--- src/sv/hftd_ram.sv ---
`default_nettype none

module hftd_ram #(
  parameter int unsigned WIDTH = 8,
  parameter int unsigned DEPTH = 256
) (
  input  wire logic                     clk_i,
  input  wire logic                     we_i,
  input  wire logic [$clog2(DEPTH)-1:0] wr_addr_i,
  input  wire logic [WIDTH-1:0]         wr_data_i,
  input  wire logic                     rd_en_i,
  input  wire logic [$clog2(DEPTH)-1:0] rd_addr_i,
  output logic      [WIDTH-1:0]         rd_data_o
);

  logic [WIDTH-1:0] mem_q [DEPTH];
  logic [WIDTH-1:0] rd_data_q;

  // write port
  always_ff @(posedge clk_i) begin
    if (we_i) begin
      mem_q[wr_addr_i] <= wr_data_i;
    end
  end

  // registered read, held while not enabled
  always_ff @(posedge clk_i) begin
    if (rd_en_i) begin
      rd_data_q <= mem_q[rd_addr_i];
    end
  end

  assign rd_data_o = rd_data_q;

endmodule

`default_nettype wire

--- config.mk ---
export PLATFORM = sky130hd
export DESIGN_NAME = hftd_ram
export DESIGN_NICKNAME = d
export VERILOG_FILES = /design/src/sv/hftd_ram.sv
export SDC_FILE = /design/constraint.sdc
export NUM_CORES = 2
export LEC_CHECK = 0
export BUFFER_PORTS_ARGS = -buffer_cell sky130_fd_sc_hd__buf_2
export CAP_MARGIN = 10
export CORE_UTILIZATION = 35
export CTS_BUF_LIST = sky130_fd_sc_hd__clkbuf_8
export DETAILED_ROUTE_END_ITERATION = 10
export GPL_TIMING_DRIVEN = 0
export HOLD_SLACK_MARGIN = 0.12
export PLACE_DENSITY_LB_ADDON = 0.12
export REMOVE_ABC_BUFFERS = 1
export SYNTH_ARGS = -nofsm -noshare
export SYNTH_HDL_FRONTEND = slang
export SYNTH_SLANG_ARGS = --single-unit
--- constraint.sdc ---
create_clock -name clk_i -period 5.9 [get_ports clk_i]
set_input_delay 0.295 -clock clk_i [delete_from_list [all_inputs] [get_ports clk_i]]
set_output_delay 0.295 -clock clk_i [all_outputs]
set_load 0.1 [all_outputs]
==> results.txt <==
The flow ran to the end, and the final reports show no timing, DRC or antenna violations. In the synthesized netlist, the number of instances is 3733. For this run, asynchronously set or reset flops after synthesis account for 0%. The H-tree generated during clock tree synthesis spans 5 levels. Routability-driven placement finished with a final weighted congestion of 0.747. The via count of the first global-routing pass is 40100, and the detailed-route via count is 38600.

The worst clock skew is 0.0627 ns, and the insertion delay to the later sink of the worst-skew pair is 1.04 ns. Yosys attributes the largest share of cell area to sky130_fd_sc_hd__edfxtp_1, sky130_fd_sc_hd__mux4_2, sky130_fd_sc_hd__mux2i_1. The average size of a mapped cell came out at 21.3 µm². The tools report the root buffer cell as sky130_fd_sc_hd__clkbuf_8.

Cells with a size suffix above 1 make up 23.9% of the layout. For the number of clock sinks seen by CTS, the log shows 2056. For this run, the top clock speed supported by timing is 205 MHz. The tools report the relative contribution of the clock network to total power as 39.6%. The logs give 4013 for the number of nets in the finished design and 0 for the final count of hold timing violations. The number of antenna violations at the first check in global routing is 12, and the per-cell routed wire length is 30.1 µm.

The final layout contains routed wiring with a total length of 217000 µm. The count of TritonRoute iterations in the first routing pass was 7; the count of final setup violators was 0. The die covers 229000 µm². Along the worst path, the maximum fanout reaches 89. After detailed routing, the number of remaining DRC violations is 0.

The starting density of the core is 35.3%, and the combinational share of power is 5.4%. Of all cell types, the one taking the most synthesized area is sky130_fd_sc_hd__edfxtp_1. Setup repair after global routing left no endpoint under its margin. For this run, the number of standard cells in the final layout without fillers is 7227. The run gives 6790 µW as the switching power total.

The core region is 226000 µm². For the static leakage, the log shows 0.0278 µW. Measured along the y axis, the die boundary spans 479 µm.

The top cell type's share of synthesized area is 77.5%. The completed layout was analyzed and its total power is 29300 µW. TritonCTS built the clock tree. The most numerous cell in the Yosys netlist is sky130_fd_sc_hd__edfxtp_1.

The tools report the peak supply drop as 0.248 mV. Yosys mapped a number of flops with a built-in enable equal to 2056. For this run, the number of Yosys warnings is 0. The CTS clock-pin slew for the worst setup and hold paths was 0.05 ns; the width of the die was 479 µm. Compared with the post-synthesis result, the final layout area differs by 13.2%. TritonCTS created 365 clock buffers.

After legalization and detailed placement, the total HPWL measured 132000 µm. 35 I/O pins were placed. In the finished design, the share of the clock period the worst path needs comes to 82.8%. Cell internal power was estimated by the tool at 22500 µW.

The worst reg-to-reg setup slack is 2.06 ns, and the first-pass GRT wire length is 308000 µm. The tools report the combined area of all synthesized cells as 79600 µm². Of the synthesized area, sequential elements account for 77.5%.

The capturing element type of the critical path was a register. The number of synthesized register bits came out at 2056. Net switching is 23.2% of the power.

Ranked by instance count, the synthesized netlist is headed by sky130_fd_sc_hd__edfxtp_1, sky130_fd_sc_hd__mux4_2, sky130_fd_sc_hd__nor2_1. The worst setup path is launched from an input pin. The sum of overflow across all layers after global routing is 0. The endpoint arrival time on the critical path came out at 5.57 ns.

The total power per unit cell area is 325 nW/µm², and the worst endpoint required time is 6.58 ns. The transition time of the tightest slew-check pin is 1.30 ns. Entering global routing, the biggest net connects 137 pins. Of the total power, registers draw 55.0%. Summed over all failing endpoints, the final setup total negative slack is 0 ns. Port buffering added 34 buffers. The count of nets left with antenna violations once routing finished came out at 0. The tightest min-delay check is of the input pin to register type. Among all flip-flop cells after synthesis, the most frequent one is sky130_fd_sc_hd__edfxtp_1.

In the global route stage, overall resource usage came out at 18.9%. The number of post-CTS setup repair buffers was 0; the final count of pins violating max slew was 0. The average vias per placed instance is 5.34. Max-cap violations in this run came to 0. For the total number of placement rows, the log shows 174.

The worst path in the final design needs a cycle of 4.89 ns, including I/O delays and setup. The number of placed instances, taps included, is 6596. The run gives 54 as the number of different library cells in the post-synthesis netlist. The longest clock path from root to sink contains 4 buffers.

The tools report the worst-case headroom to the max-slew limit as 12.9%. The critical path class was input pin to register. For this block, the initial DRC count from the detailed router was 3470.
routing by layer:
metal / GRT usage, % / share of wire [%]
met4: 5.07 / 2.2
met3: 3.47 / 5.3
met2: 30.5 / 48
met1: 26.2 / 44
met5: 0 / 0
state kept, by name, summed over array words and instances (netlist names):
signal,count
mem_q,2048
rd_data_o,8
final cells by class:
class | count | area [µm²]
antenna | 8 | 20.0
clock buffer | 372 | 5120
clock inverter | 236 | 1020
fill | 20300 | 135000
inverter | 2 | 8.76
multi-input combinational | 1442 | 16600
sequential | 2056 | 61700
tap | 2992 | 3740
timing repair buffer | 119 | 1900
timing repair:
item / 4_1_cts / 5_1_grt
endpoints found under the setup margin: 0 / 0
gates resized for setup: 0 / 0
hold buffers: 15 / 0
endpoints found under the hold margin: 1681 / 0
worst paths after layout:
kind	startpoint	to	depth (start not counted)
worst min-delay path	wr_data_i[7]	mem_q[161][7]	2
worst max-delay path	rd_addr_i[1]	rd_data_o[5]	10
worst min register to register	mem_q[104][2]	rd_data_o[2]	7
worst max register to register	mem_q[83][5]	rd_data_o[5]	6
worst max-delay path, cell delays in order:
cell and delay, ns:
sky130_fd_sc_hd__buf_8 0.40, sky130_fd_sc_hd__buf_16 0.41, sky130_fd_sc_hd__buf_16 0.38, sky130_fd_sc_hd__buf_16 0.43, sky130_fd_sc_hd__nand2_2 0.66, sky130_fd_sc_hd__o221ai_1 0.67, sky130_fd_sc_hd__a21oi_1 0.16, sky130_fd_sc_hd__o32ai_1 0.52
sky130_fd_sc_hd__nor3_1 0.31, sky130_fd_sc_hd__nor4_1 0.99
layout by cell type, fill, tap and decap left out, types with 25 or more instances in the layout:
cell / n
sky130_fd_sc_hd__clkinv_1: 77
sky130_fd_sc_hd__mux4_2: 454
sky130_fd_sc_hd__mux2i_1: 134
sky130_fd_sc_hd__clkbuf_8: 372
sky130_fd_sc_hd__nor2b_1: 28
sky130_fd_sc_hd__edfxtp_1: 2056
sky130_fd_sc_hd__nand2_1: 31
sky130_fd_sc_hd__a21oi_1: 96
sky130_fd_sc_hd__nand3_1: 25
sky130_fd_sc_hd__a22oi_1: 133
sky130_fd_sc_hd__o22ai_1: 28
sky130_fd_sc_hd__o221ai_1: 46
sky130_fd_sc_hd__buf_2: 26
sky130_fd_sc_hd__clkinv_2: 30
sky130_fd_sc_hd__buf_16: 34
sky130_fd_sc_hd__inv_1: 120
sky130_fd_sc_hd__nor2_1: 279
power groups by stage:
stage                     Clock [µW]  Sequential [µW]  Combinational [µW]
after global routing           12500            16100                1680
final                          11600            16100                1590
after CTS                      11900            16100                1620
after detailed placement           0            16400                1610
after floorplan                    0            16500                 565
after global placement             0            16500                1980
stage by stage:
stage          setup slack (ns)  utilization (%)  cell area [µm²]  hold slack (ns)
2_1_floorplan              3.11                -            78200            0.394
3_3_place_gp             -16.64             36.4            82100            0.630
3_5_place_dp            -0.0989             37.2            83800            0.647
4_1_cts                    1.07             40.0            90100            0.166
5_1_grt                   0.997             40.0            90100            0.217
6_report                   1.01             40.0            90100            0.263
kinds of logic (layout without fill, tap and decap cells):
family / after synthesis / in the layout / synth area share [%]
compound gates: 385 / 385 / 3.42
flops: 2056 / 2056 / 77.5
buf+inv: 235 / 729 / 1.83
other cells: 0 / 8 / 0
simple gates: 466 / 466 / 2.63
mux: 591 / 591 / 14.6
Power figures use the tool's default switching activity.
