==> config.mk <==
export PLATFORM = sky130hd
export DESIGN_NAME = hftd_shifter
export DESIGN_NICKNAME = d
export VERILOG_FILES = /design/src/sv/hftd_pkg.sv /design/src/sv/hftd_shifter.sv
export SDC_FILE = /design/constraint.sdc
export NUM_CORES = 1
export LEC_CHECK = 0
export ABC_AREA = 1
export BUFFER_PORTS_ARGS = -buffer_cell sky130_fd_sc_hd__buf_2
export CAP_MARGIN = 40
export CORE_AREA = 2 2 39 41
export DETAILED_ROUTE_END_ITERATION = 12
export DIE_AREA = 0 0 41 43
export GPL_TIMING_DRIVEN = 0
export PLACE_DENSITY = 0.65
export SYNTH_ARGS = -nofsm -noshare
export SYNTH_HDL_FRONTEND = slang
export SYNTH_SLANG_ARGS = --single-unit
==> constraint.sdc <==
create_clock -name clk_i -period 2.4 [get_ports clk_i]
set_input_delay 0.24 -clock clk_i [delete_from_list [all_inputs] [get_ports clk_i]]
set_output_delay 0.24 -clock clk_i [all_outputs]
set_load 0.1 [all_outputs]
==> src/sv/hftd_pkg.sv <==
`default_nettype none

package hftd_pkg;

  // alphabet and tree sizing
  localparam int unsigned SYMBOLS = 256;
  localparam int unsigned SYM_W   = 8;
  localparam int unsigned NODE_W  = SYM_W + 1;
  localparam int unsigned NODES   = SYMBOLS - 1;
  localparam int unsigned NODE_AW = 8;
  localparam int unsigned PAIR_W  = 2 * NODE_W;

  // image sizing
  localparam int unsigned MAX_DIM = 4096;
  localparam int unsigned DIM_W   = 13;
  localparam int unsigned COL_W   = 12;

  // code byte handling
  localparam int unsigned BYTE_W  = 8;
  localparam int unsigned BIT_CW  = 4;

  // commands
  localparam logic [1:0] CMD_MERGE  = 2'd0;
  localparam logic [1:0] CMD_DECODE = 2'd1;
  localparam logic [1:0] CMD_CLEAR  = 2'd2;

  // configuration register indexes
  localparam logic CFG_WIDTH  = 1'b0;
  localparam logic CFG_HEIGHT = 1'b1;

  // control and status between top level and raster counter
  typedef struct packed {
    logic clear;
    logic step;
  } raster_ctrl_t;

  typedef struct packed {
    logic complete;
    logic done_next;
  } raster_stat_t;

  // control of the code bit shifter
  typedef struct packed {
    logic load;
    logic shift;
  } shift_ctrl_t;

  // clamp a dimension register to 1..MAX_DIM
  function automatic logic [DIM_W-1:0] clamp_dim(input logic [DIM_W-1:0] v);
    logic [DIM_W-1:0] r;
    if (v == '0) begin
      r = DIM_W'(1);
    end else if (v > DIM_W'(MAX_DIM)) begin
      r = DIM_W'(MAX_DIM);
    end else begin
      r = v;
    end
    return r;
  endfunction

endpackage

`default_nettype wire

==> src/sv/hftd_shifter.sv <==
`default_nettype none

module hftd_shifter
  import hftd_pkg::*;
(
  input  wire logic              clk_i,
  input  wire logic              rst_ni,
  input  wire shift_ctrl_t       ctrl_i,
  input  wire logic [BYTE_W-1:0] byte_i,
  output logic                   bit_o,
  output logic                   last_o
);

  logic [BYTE_W-1:0] sh_q, sh_d;
  logic [BIT_CW-1:0] cnt_q, cnt_d;

  // msb-first shift register with remaining bit count
  always_comb begin
    sh_d  = sh_q;
    cnt_d = cnt_q;
    if (ctrl_i.load) begin
      sh_d  = byte_i;
      cnt_d = BIT_CW'(BYTE_W);
    end else if (ctrl_i.shift) begin
      sh_d  = {sh_q[BYTE_W-2:0], 1'b0};
      cnt_d = cnt_q - BIT_CW'(1);
    end
  end

  always_ff @(posedge clk_i) begin
    sh_q <= sh_d;
  end

  always_ff @(posedge clk_i or negedge rst_ni) begin
    if (!rst_ni) begin
      cnt_q <= '0;
    end else begin
      cnt_q <= cnt_d;
    end
  end

  assign bit_o  = sh_q[BYTE_W-1];
  assign last_o = (cnt_q == BIT_CW'(1));

endmodule

`default_nettype wire

==> out/metrics.csv <==
metric,value,unit
FF-to-FF path depth,5,
dominant cell by count in the synthesized netlist,nand2_1,
"CP delay by family, top",buffers and inverters,
CTS Root Buffer Type,clkbuf_4,
area of the multi-input gates,198,um^2
H-tree level count,1,
Worst Path Buf+Inv,2,
CP endpoint kind,output pin,
"Warnings, synthesis",0,
CP Depth,5,
drt first pass iters,4,
WP data arrival,1410,ps
# placed instances,89,
Synth Cell Area,586,um^2
# rows,14,
"Worst Setup Slack, final",748,ps
Peak VDD IR,0.330,mV
DR WL/cell,9.71,um
asr flop ratio synth,33.3,%
biggest area consumer among synthesized cells,edfxtp_1,
"Top FF cell, synth",edfxtp_1,
CP endpoint,last_o,
initial antenna violation count,0,
Final Skew,6.25,ps
vias,421,
total gr overflow,0,
library cells used by synthesis,16,
Critical Path Source Type,flop,
required time worst endpoint,2160,ps
Reg-to-Reg End,cnt_q[2],
syn avg cell area,9.60,um^2
share of cells above drive strength 1,30.8,%
number of diodes,0,
Starting Density,42.3,%
CTS tree,yes,
fin. max-slew vios,0,
global-route wire length before repair,1560,um
GRT Total Usage,13.7,%
Synth Net Count,75,
CP max FO,3,
Post-CTS Resized,0,
register bit total from synthesis,12,
CTS buffer count,3,
placed cell areas,666,um^2
Die X,41,um
Fmax,605,MHz
Place WS,1030,ps
setup violators final,0,
clk sinks,12,
I/O pin count,14,
fin nets,93,
Post-Syn Instances,61,
Final HPWL DP,680,um
Worst Setup SP,cnt_q[1],
Buffers on Ports,12,
largest net degree at the start of global routing,11,
full die area,1760,um^2
Residual DRC,0,
design area,702,um^2
setup bufs post-CTS,0,
pwr/cell area,653,nW/um^2
Worst Tran Pin Value,483,ps
RePlAce Congestion,0.664,
synth top area cells,"edfxtp_1 41%, nand2_1 17%, dfrtp_1 17%",
core area,1380,um^2
crit path kind,flop to output pin,
reg2reg setup slack,1390,ps
Slew HR,68.0,%
"Hold Vio Cnt, Final",0,
filler cell count in the final layout,140,
Worst Hold Class,input pin to flop,
Final ANT Viol Nets,0,
"Hold-fix buffers, CTS",1,
run status,finished clean,
largest buffer count on any clock path,2,
worst r2r src,cnt_q[0],
Area Growth Syn to Fin,19.9,%
"Reg clk slew, reported paths",70,ps
crit path time final,1650,ps
Post-synth EDFFs,8,
WL final,913,um
vias in the first global route,374,
total power,458,uW
Clock Latency Late Sink,270,ps
period utilisation layout,68.8,%
CP max stage cell,buf_2,
"Cell Chain, Critical Path",inv_1 -> ha_1 -> nand2_1 -> nor2_1 -> buf_2,
Lkg Pwr,0.000356,uW
largest stage delay on the critical path,420,ps
post-route insts no fill,94,
DRT iter0 DRCs,6,
share of Yosys cell area claimed by the top area cell type,41.0,%
Via density,4.48,
max cap viols,0,
top post-synthesis cells by count,"27 x nand2_1, 8 x edfxtp_1, 4 x dfrtp_1, 4 x inv_1, 3 x nand3_1",
register area,340,um^2
die height,43,um
unrepaired setup endpoints after global routing,false,
total negative setup slack,0,ps
"Seq/Total Area, Yosys",58.1,%
[tightest hold or removal path, cell delays in order]
cell and delay, ps:
buf_2 80, nand2_1 40, inv_1 40
[worst min-delay path by stage]
| stage | startpoint | end | slack (ps) | depth (start not counted) |
|---|---|---|---|---|
| 2_1_floorplan | rst_ni | cnt_q[0] | -60 | 0 |
| 3_3_place_gp | rst_ni | cnt_q[2] | 50 | 1 |
| 3_5_place_dp | rst_ni | cnt_q[2] | 50 | 1 |
| 4_1_cts | byte_i[0] | sh_q[0] | 220 | 3 |
| 5_1_grt | byte_i[0] | sh_q[0] | 220 | 3 |
| 6_report | byte_i[0] | sh_q[0] | 230 | 3 |
[cells by family (layout without fill, tap and decap cells)]
| kind of cell | after synthesis | count (layout) | share of synthesized area, % |
|---|---|---|---|
| adders and majority gates | 2 | 2 | 4.27 |
| AOI/OAI and AO/OA | 3 | 3 | 3.42 |
| buffers and inverters | 8 | 25 | 8.12 |
| DFF | 12 | 12 | 58.1 |
| and+or+nand+nor | 36 | 36 | 26.1 |
[state kept, by name, summed over array words and instances (netlist names)]
signal	flops
sh_q	8
cnt_q	4
[final cells by class]
type                            instances  share of cell area [%]
Inverter                                6                    3.57
Tap cell                               16                    2.85
Buffer                                  2                    3.21
Clock buffer                            4                    3.74
Multi-Input combinational cell         41                    28.2
Timing Repair Buffer                   13                    9.98
Sequential cell                        12                    48.5
[stage by stage]
step           util [%]  hold slack [ps]
6_report           50.7              234
5_1_grt            50.7              224
4_1_cts            50.7              220
3_5_place_dp       48.1             51.7
3_3_place_gp       48.1             52.1
2_1_floorplan         -            -55.6
[layout by cell type (no fill, tap or decap)]
cell type / count
nand2_1: 27
buf_2: 12
edfxtp_1: 8
inv_1: 4
dfrtp_1: 4
nand3_1: 3
clkbuf_4: 3
buf_6: 2
nor2_1: 2
nor2_2: 2
ha_1: 2
inv_4: 1
inv_2: 1
nand3_2: 1
o21ai_2: 1
a21oi_1: 1
nand2_2: 1
o22ai_1: 1
clkbuf_1: 1
dlygate4sd3_1: 1
[per-layer routing]
layer  vias to the layer above  part of all wire (%)  global-route usage [%]
met1                       178                    49                    17.7
met4                         0                  0.99                    10.0
li1                        231                     -                       -
met2                        10                    45                    18.1
met3                         2                   4.6                    4.71
met5                         -                     0                       0
[power by group]
part / leakage, uW / switching (uW) / internal (uW) / total (uW)
Sequential: 0.000133 / 8.63 / 245 / 253
Clock: 0.0000150 / 61.3 / 64.2 / 126
Combinational: 0.000209 / 51.4 / 28.1 / 79.4
Power figures use the tool's default switching activity.
