File: src/sv/hftd_pkg.sv
`default_nettype none

package hftd_pkg;

  // alphabet and tree sizing
  localparam int unsigned SYMBOLS = 256;
  localparam int unsigned SYM_W   = 8;
  localparam int unsigned NODE_W  = SYM_W + 1;
  localparam int unsigned NODES   = SYMBOLS - 1;
  localparam int unsigned NODE_AW = 8;
  localparam int unsigned PAIR_W  = 2 * NODE_W;

  // image sizing
  localparam int unsigned MAX_DIM = 4096;
  localparam int unsigned DIM_W   = 13;
  localparam int unsigned COL_W   = 12;

  // code byte handling
  localparam int unsigned BYTE_W  = 8;
  localparam int unsigned BIT_CW  = 4;

  // commands
  localparam logic [1:0] CMD_MERGE  = 2'd0;
  localparam logic [1:0] CMD_DECODE = 2'd1;
  localparam logic [1:0] CMD_CLEAR  = 2'd2;

  // configuration register indexes
  localparam logic CFG_WIDTH  = 1'b0;
  localparam logic CFG_HEIGHT = 1'b1;

  // control and status between top level and raster counter
  typedef struct packed {
    logic clear;
    logic step;
  } raster_ctrl_t;

  typedef struct packed {
    logic complete;
    logic done_next;
  } raster_stat_t;

  // control of the code bit shifter
  typedef struct packed {
    logic load;
    logic shift;
  } shift_ctrl_t;

  // clamp a dimension register to 1..MAX_DIM
  function automatic logic [DIM_W-1:0] clamp_dim(input logic [DIM_W-1:0] v);
    logic [DIM_W-1:0] r;
    if (v == '0) begin
      r = DIM_W'(1);
    end else if (v > DIM_W'(MAX_DIM)) begin
      r = DIM_W'(MAX_DIM);
    end else begin
      r = v;
    end
    return r;
  endfunction

endpackage

`default_nettype wire

File: src/sv/hftd_raster.sv
`default_nettype none

module hftd_raster
  import hftd_pkg::*;
(
  input  wire logic             clk_i,
  input  wire logic             rst_ni,
  input  wire raster_ctrl_t     ctrl_i,
  input  wire logic [DIM_W-1:0] width_i,
  input  wire logic [DIM_W-1:0] height_i,
  output raster_stat_t          stat_o
);

  logic [COL_W-1:0] col_q, col_d;
  logic [DIM_W-1:0] row_q, row_d;
  logic [DIM_W-1:0] width_c, height_c;
  logic [DIM_W-1:0] col_inc;
  logic             wrap;
  logic [DIM_W-1:0] row_next;

  assign width_c  = clamp_dim(width_i);
  assign height_c = clamp_dim(height_i);

  // position after one more pixel
  assign col_inc  = {1'b0, col_q} + DIM_W'(1);
  assign wrap     = (col_inc >= width_c);
  assign row_next = wrap ? (row_q + DIM_W'(1)) : row_q;

  always_comb begin
    col_d = col_q;
    row_d = row_q;
    if (ctrl_i.clear) begin
      col_d = '0;
      row_d = '0;
    end else if (ctrl_i.step) begin
      col_d = wrap ? '0 : col_inc[COL_W-1:0];
      row_d = row_next;
    end
  end

  always_ff @(posedge clk_i or negedge rst_ni) begin
    if (!rst_ni) begin
      col_q <= '0;
      row_q <= '0;
    end else begin
      col_q <= col_d;
      row_q <= row_d;
    end
  end

  assign stat_o.complete  = (row_q >= height_c);
  assign stat_o.done_next = (row_next >= height_c);

endmodule

`default_nettype wire

File: config.mk
export PLATFORM = sky130hd
export DESIGN_NAME = hftd_raster
export DESIGN_NICKNAME = d
export VERILOG_FILES = /design/src/sv/hftd_pkg.sv /design/src/sv/hftd_raster.sv
export SDC_FILE = /design/constraint.sdc
export NUM_CORES = 1
export LEC_CHECK = 0
export BUFFER_PORTS_ARGS = -buffer_cell sky130_fd_sc_hd__buf_2
export CORE_MARGIN = 2
export CORE_UTILIZATION = 45
export CTS_BUF_LIST = sky130_fd_sc_hd__clkbuf_8
export DETAILED_ROUTE_END_ITERATION = 6
export GPL_TIMING_DRIVEN = 0
export PLACE_DENSITY_LB_ADDON = 0.15
export SLEW_MARGIN = 20
export SYNTH_ARGS = -nofsm -noshare
export SYNTH_HDL_FRONTEND = slang
export SYNTH_SLANG_ARGS = --single-unit
export TNS_END_PERCENT = 30
File: constraint.sdc
create_clock -name clk_i -period 9.69 [get_ports clk_i]
set_clock_uncertainty 0.05 [all_clocks]
set_input_delay 0.4845 -clock clk_i [delete_from_list [all_inputs] [get_ports clk_i]]
set_output_delay 0.4845 -clock clk_i [all_outputs]
set_load 0.02 [all_outputs]
==> results of run 1 <==
==> metal layers <==
| layer | GRT usage [%] | up-vias | wire (um) |
|---|---|---|---|
| li1 | - | 1269 | - |
| met1 | 25.03 | 1142 | 3043 |
| met2 | 41.40 | 47 | 3217 |
| met3 | 0.6667 | 5 | 164 |
| met4 | 5.593 | 0 | 77 |
| met5 | 0 | - | 0 |
==> cell type report <==
class                      count  area, um2
clock buffer                   3      41.29
fill                         601       2864
timing repair buffer          29      145.1
inverter                      10      37.54
tap                           75      93.84
multi-input combinational    280       1927
sequential                    25      625.6
buffer                        17      76.32
clock inverter                 1      5.005
==> state kept, by name, summed over array words and instances (netlist names) <==
signal and cells:
row_q 13, col_q 12
==> power groups by stage <==
| stage | combinational (mW) | clock (mW) | sequential (mW) |
|---|---|---|---|
| final | 0.0428 | 0.0640 | 0.106 |
| after global routing | 0.0489 | 0.0706 | 0.106 |
| after CTS | 0.0436 | 0.0653 | 0.106 |
| after detailed placement | 0.0434 | 0 | 0.108 |
| after global placement | 0.0421 | 0 | 0.108 |
| after floorplan | 0.0257 | 0 | 0.108 |
==> layout by cell type, fill, tap and decap left out, types with 2 or more instances in the layout <==
| cell type | netlist | routed |
|---|---|---|
| a2111oi_2 | 2 | 2 |
| a211o_1 | 2 | 2 |
| a211oi_1 | 5 | 5 |
| a21o_1 | 3 | 3 |
| a21oi_1 | 21 | 21 |
| a31oi_1 | 9 | 9 |
| and2_1 | 2 | 2 |
| and3_1 | 6 | 6 |
| and4_1 | 4 | 4 |
| buf_2 | 7 | 36 |
| clkbuf_1 | 8 | 8 |
| clkbuf_8 | 0 | 3 |
| dfrtp_1 | 25 | 25 |
| ha_1 | 41 | 41 |
| inv_1 | 9 | 9 |
| nand2_1 | 52 | 52 |
| nand2b_1 | 2 | 2 |
| nand3_1 | 14 | 14 |
| nand3b_1 | 3 | 3 |
| nand4_1 | 7 | 7 |
| nand4b_1 | 3 | 3 |
| nor2_1 | 26 | 26 |
| nor2b_1 | 5 | 5 |
| nor3_1 | 4 | 4 |
| nor4_1 | 5 | 5 |
| o21ai_0 | 12 | 12 |
| or3_1 | 4 | 4 |
| or4_1 | 3 | 3 |
| xnor2_1 | 21 | 21 |
| xor2_1 | 9 | 9 |
==> stage by stage <==
stage | instances | cell area, um2 | setup slack, ns | utilization (%) | power [mW]
global route | 440 | 2952 | 3.937 | 50.75 | 0.2257
CTS | 440 | 2952 | 4.303 | 50.75 | 0.2150
floorplan | 332 | 2666 | 5.228 | - | 0.1336
finish | 440 | 2952 | 4.310 | 50.75 | 0.2129
detailed placement | 436 | 2905 | 4.644 | 49.96 | 0.1516
global placement | 436 | 2905 | 4.720 | 49.96 | 0.1503
==> path summary, 6_finish.rpt <==
check | to | depth (start not counted)
max in group asynchronous | col_q[11] | 1
min in group clk_i | col_q[1] | 2
hold / removal | col_q[1] | 1
hold reg to reg | col_q[1] | 2
setup reg to reg | col_q[7] | 14
setup / recovery | stat_o[0] | 22
==> worst max-delay path, delay by kind of cell (launching register included) <==
family / cells / cell delay, ns
adders and majority gates: 3 / 0.87
buffers and inverters: 3 / 0.67
AOI/OAI and AO/OA: 5 / 0.79
and+or+nand+nor: 9 / 1.39
DFF: 1 / 0.46
xor gates and xnor gates: 2 / 0.39
==> kinds of logic after synthesis <==
group                    share of synthesized area [%]
AO/OA/AOI/OAI                                    15.67
XOR/XNOR                                         9.855
AND/OR/NAND/NOR                                  27.50
adder cells (fa/ha/maj)                          19.24
buffers and inverters                            4.270
flip-flops                                       23.46
==> out/results.txt, run 1 <==
Status: finished clean
Die width: 80.98 um
Most common cell in the netlist: nand2_1
CP max stage delay: 0.46 ns
Number of nets in the layout: 437
Setup bufs post-CTS: 0
CTS clk-pin slew, worst paths: 0.09 ns
Largest net degree at the start of global routing: 26
Tmin final: 5.380 ns
CTS Sinks: 25
Comb pwr share: 20.1%
Period Utilization, post-route: 55.52%
Setup CP Type: reg -> out
Aggregate negative setup slack: 0 ns
CTS tree: built
Critical R2R Launch: col_q[0]
Synth Flop Type: dfrtp_1
Port Buffers: 29
Slew @ Worst Pin: 0.6028 ns
Critical path startpoint category: flop
Worst path cell trace: ha_1, nand3_2, nor2_2, and3_2, nand3_1, xnor2_1, ha_1, and4_1, a221oi_2, and2_1, buf_2, buf_2, nor2_1, xor2_1, ha_1, nand4_1, o21bai_1, a21oi_1, nor2b_1, o21ai_0, a31oi_1, buf_2
CTS root buf: clkbuf_8
Max clock buf depth: 2
Yosys Warn Count: 0
Clk Latency, worst-skew pair: 0.28 ns
First-pass GRT wire length: 10,930 um
Gr ovfl total: 0
Hold WC Path Type: in -> async
Slowest CP cell: dfrtp_1
IO Count: 32
Sw frac: 29.35%
Fmax: 185.9 MHz
Number of global-route vias before repair: 2,399
Final setup violation count: 0
RSZ-0062 raised after global routing: no
Post-DP HPWL: 5081 um
Top cells by area, synth: dfrtp_1 23%, ha_1 19%, nand2_1 7.3%, xnor2_1 6.9%, a21oi_1 3.9%
Number of antenna diodes: 0
Final-report hold violation count: 0
H-tree depth: 1
R2R Setup Slk: 6.06 ns
Clock share of power: 30.0%
Via density per instance: 5.598
# DRC: 0
Row count: 28
Layout cell share with drive strength beyond 1: 13.70%
Top cell type's share of synthesized area: 23.46%
DRT Pass-1 Iters: 4
P per Cell Area: 72.14 mW/mm2
WL/cell: 14.78 um
Mapped Area: 0.002666 mm2
Gr usage total: 21.15%
Die area: 0.006557 mm2
Layout area overhead: 10.70%
Initial antenna violation count: 0
Final Wtd Congestion: 0.7857
Resized Gates After CTS: 0
Reg power frac: 49.8%
Initial Utilization: 45.85%
Post-CTS Hold Buffers: 0
Core box area: 0.005816 mm2
DR iter-0 viols: 61
Leakage power: 1.355 nW
Post-synth EDFFs: 0
Kind of end point of the critical path: output pin
Post-synth ARST share: 100.0%
Req. time, crit path: 9.16 ns
CP arrival: 4.85 ns
Die height: 80.98 um
Antenna Violating Nets Remaining: 0
Vias: 2,463
Synth top cells by count: 52 x nand2_1, 41 x ha_1, 26 x nor2_1
Hold WS: 0.1406 ns
Mapped Cells: 332
Max-Cap Viols: 0
Slew Limit Fails: 0
Peak supply drop: 0.04329 mV
Crit. Startpoint: col_q[0]
Area leader, netlist: dfrtp_1
Synthesis-stage register bit count: 25
Sequential area share after synthesis: 23.46%
Inserted Clock Buffers: 3
Max_slew headroom: 59.82%
Pint: 0.1504 mW
Sw Pwr: 0.06249 mW
Avg Synthesized Cell Area: 8.031 um2
Critical path peak fanout: 10
Netlist cell types: 47
Routed wire length: 6503 um
Synth Net Count: 403
No activity file was read; power rests on OpenSTA's default activity.
==> run 2: changes to the inputs <==
==> constraint.sdc (replaced) <==
create_clock -name clk_i -period 5 [get_ports clk_i]
set_clock_uncertainty 0.05 [all_clocks]
set_input_delay 0.25 -clock clk_i [delete_from_list [all_inputs] [get_ports clk_i]]
set_output_delay 0.25 -clock clk_i [all_outputs]
set_load 0.02 [all_outputs]
==> out/results.txt, run 2 (synthesis results as in run 1) <==
DRT Pass-1 Iters: 4 (unchanged)
Tmin final: 4.795 ns
Period Utilization, post-route: 95.91%
First-pass GRT wire length: 10,940 um (was 10,930 um)
Slowest CP cell: dfrtp_1 (unchanged)
Filler cells: 579 (was 601)
DR iter-0 viols: 72 (was 61)
Routed wire length: 6629 um (was 6503 um)
CP max stage delay: 0.46 ns (about the same)
WL/cell: 14.90 um (was 14.78 um)
CTS Sinks: 25 (unchanged)
Final setup violation count: 0 (unchanged)
Largest Register: row_q (unchanged)
Pint: 0.2972 mW (was 0.1504 mW)
Final-report hold violation count: 0 (unchanged)
Hold WC Path Type: in -> reg (was in -> async)
Max clock buf depth: 2 (unchanged)
Clock share of power: 29.3% (was 30.0%)
Sw Pwr: 0.1251 mW (was 0.06249 mW)
Initial Utilization: 45.85% (unchanged)
Commonest non-fill, non-tap cell in the layout: nand2_1 (unchanged)
Critical path startpoint category: flop (unchanged)
Worst path cell trace: ha_4, nand3_4, nor2_4, and3_4, nand3_2, xnor2_2, ha_1, and4_4, nor3b_4, o41ai_4, and2_1, clkbuf_4, or3_1, xnor2_1, ha_1, a211o_1, o22ai_1, a31oi_1, buf_4 (was ha_1, nand3_2, nor2_2, and3_2, nand3_1, xnor2_1, ha_1, and4_1, a221oi_2, and2_1, buf_2, buf_2, nor2_1, xor2_1, ha_1, nand4_1, o21bai_1, a21oi_1, nor2b_1, o21ai_0, a31oi_1, buf_2)
Fmax: 208.5 MHz
Max_slew headroom: 58.92% (was 59.82%)
Post-placement cell count: 436 (unchanged)
Hold WS: 0.3172 ns (was 0.1406 ns)
Number of global-route vias before repair: 2,410 (was 2,399)
Number of nets in the layout: 442 (was 437)
Vias: 2,494 (was 2,463)
P per Cell Area: 135.3 mW/mm2 (was 72.14 mW/mm2)
Initial antenna violation count: 0 (unchanged)
Placed cell area: 0.002905 mm2 (unchanged)
Post-DP HPWL: 5081 um (unchanged)
Layout area overhead: 17.08% (was 10.70%)
Core box area: 0.005816 mm2 (unchanged)
Row count: 28 (unchanged)
Antenna Violating Nets Remaining: 0 (unchanged)
Aggregate negative setup slack: 0 ns (unchanged)
R2R Setup Slk: 1.65 ns (was 6.06 ns)
Die area: 0.006557 mm2 (unchanged)
Via density per instance: 5.604 (was 5.598)
Largest net degree at the start of global routing: 26 (unchanged)
Max-Cap Viols: 0 (unchanged)
Fin util: 53.68% (was 50.75%)
Max FFs per register: 13 (unchanged)
Req. time, crit path: 4.70 ns (was 9.16 ns)
Layout cell share with drive strength beyond 1: 17.57% (was 13.70%)
Top cell by count, worst path: ha_1
Final WS setup: 0.2046 ns (was 4.310 ns)
Peak supply drop: 0.08373 mV (was 0.04329 mV)
Port Buffers: 29 (unchanged)
Post-route cell area: 0.003122 mm2 (was 0.002952 mm2)
Total Power: 0.4223 mW (was 0.2129 mW)
Reg power frac: 48.9% (was 49.8%)
Biggest regs: row_q x13, col_q x12 (unchanged)
Slew Limit Fails: 0 (unchanged)
DP Worst Slack: 0.1889 ns (was 4.644 ns)
Most frequent cells in the layout: 52 x nand2_1, 39 x ha_1, 31 x buf_2 (was 52 x nand2_1, 41 x ha_1, 36 x buf_2)
H-tree depth: 1 (unchanged)
CTS clk-pin slew, worst paths: 0.09 ns (about the same)
Slew @ Worst Pin: 0.6162 ns (was 0.6028 ns)
Inserted Clock Buffers: 3 (unchanged)
CP arrival: 4.50 ns (was 4.85 ns)
CTS tree: built (unchanged)
Die height: 80.98 um (unchanged)
Sw frac: 29.62% (was 29.35%)
CTS root buf: clkbuf_8 (unchanged)
Comb pwr share: 21.8% (was 20.1%)
Number of antenna diodes: 0 (unchanged)
CP bufs+invs: 2 (was 3)
IO Count: 32 (unchanged)
Gr usage total: 21.20% (was 21.15%)
Leakage power: 1.412 nW (was 1.355 nW)
Non-Filler Instances: 445 (was 440)
Kind of end point of the critical path: output pin (unchanged)
Die width: 80.98 um (unchanged)
Top cell family by delay on the critical path: simple AND/OR/NAND/NOR gates (unchanged)
Critical path peak fanout: 8 (was 10)
Status: finished clean (unchanged)
Gr ovfl total: 0 (unchanged)
Setup CP Type: reg -> out (unchanged)
Clk Latency, worst-skew pair: 0.28 ns (about the same)
# DRC: 0 (unchanged)
Final Wtd Congestion: 0.7857 (unchanged)
run 2: path summary, 6_finish.rpt:
check | from | end | cells past startpoint
max reg2reg | col_q[1] | col_q[4] | 13
min | ctrl_i[0] | col_q[1] | 3
max | col_q[1] | stat_o[0] | 19
min in group asynchronous | rst_ni | col_q[1] | 2
min reg2reg | col_q[5] | col_q[5] | 2
max in group asynchronous | rst_ni | col_q[4] | 2
run 2: final cells by class:
class                   instances  area [um2]  share of cell area [%]
clock buffers                   3       41.29                   1.323
flip-flops and latches         25       628.1                   20.12
well taps                      75       93.84                   3.006
multi-input cells             280        2031                   65.05
clock inverters                 1       5.005                  0.1603
plain buffers                  17       97.59                   3.126
repair buffers                 34       187.7                   6.012
inverters                      10       37.54                   1.202
run 2: worst reg2reg max path, delay by kind of cell, from the launching register on:
| family | cells | cell delay [ns] |
|---|---|---|
| flops | 1 | 0.46 |
| compound gates | 3 | 0.64 |
| xor+xnor | 1 | 0.27 |
| simple gates | 7 | 1.45 |
| buf+inv | 1 | 0.17 |
| fa+ha+maj | 1 | 0.25 |
run 2: repair_timing:
action	in CTS	in global routing
endpoints found under the setup margin	1	1
pin swaps	0	6
hold endpoints to repair	25	0
buffers inserted	0	4
resized for setup	5	24
hold buffers	1	0
run 2: metal layers:
metal,up-vias,part of all wire [%],GRT usage [%]
met5,-,0,0
met4,0,1.2,5.593
met3,5,2.5,0.6667
met2,46,50,41.57
met1,1166,46,25.03
li1,1277,-,-
run 2: power groups by stage:
| stage | clock network [mW] | registers (mW) | logic, mW |
|---|---|---|---|
| after floorplan | 0 | 0.209 | 0.0499 |
| after global placement | 0 | 0.210 | 0.0816 |
| after global routing | 0.137 | 0.207 | 0.104 |
| after detailed placement | 0 | 0.210 | 0.0841 |
| final | 0.124 | 0.207 | 0.0920 |
| after CTS | 0.127 | 0.206 | 0.0859 |
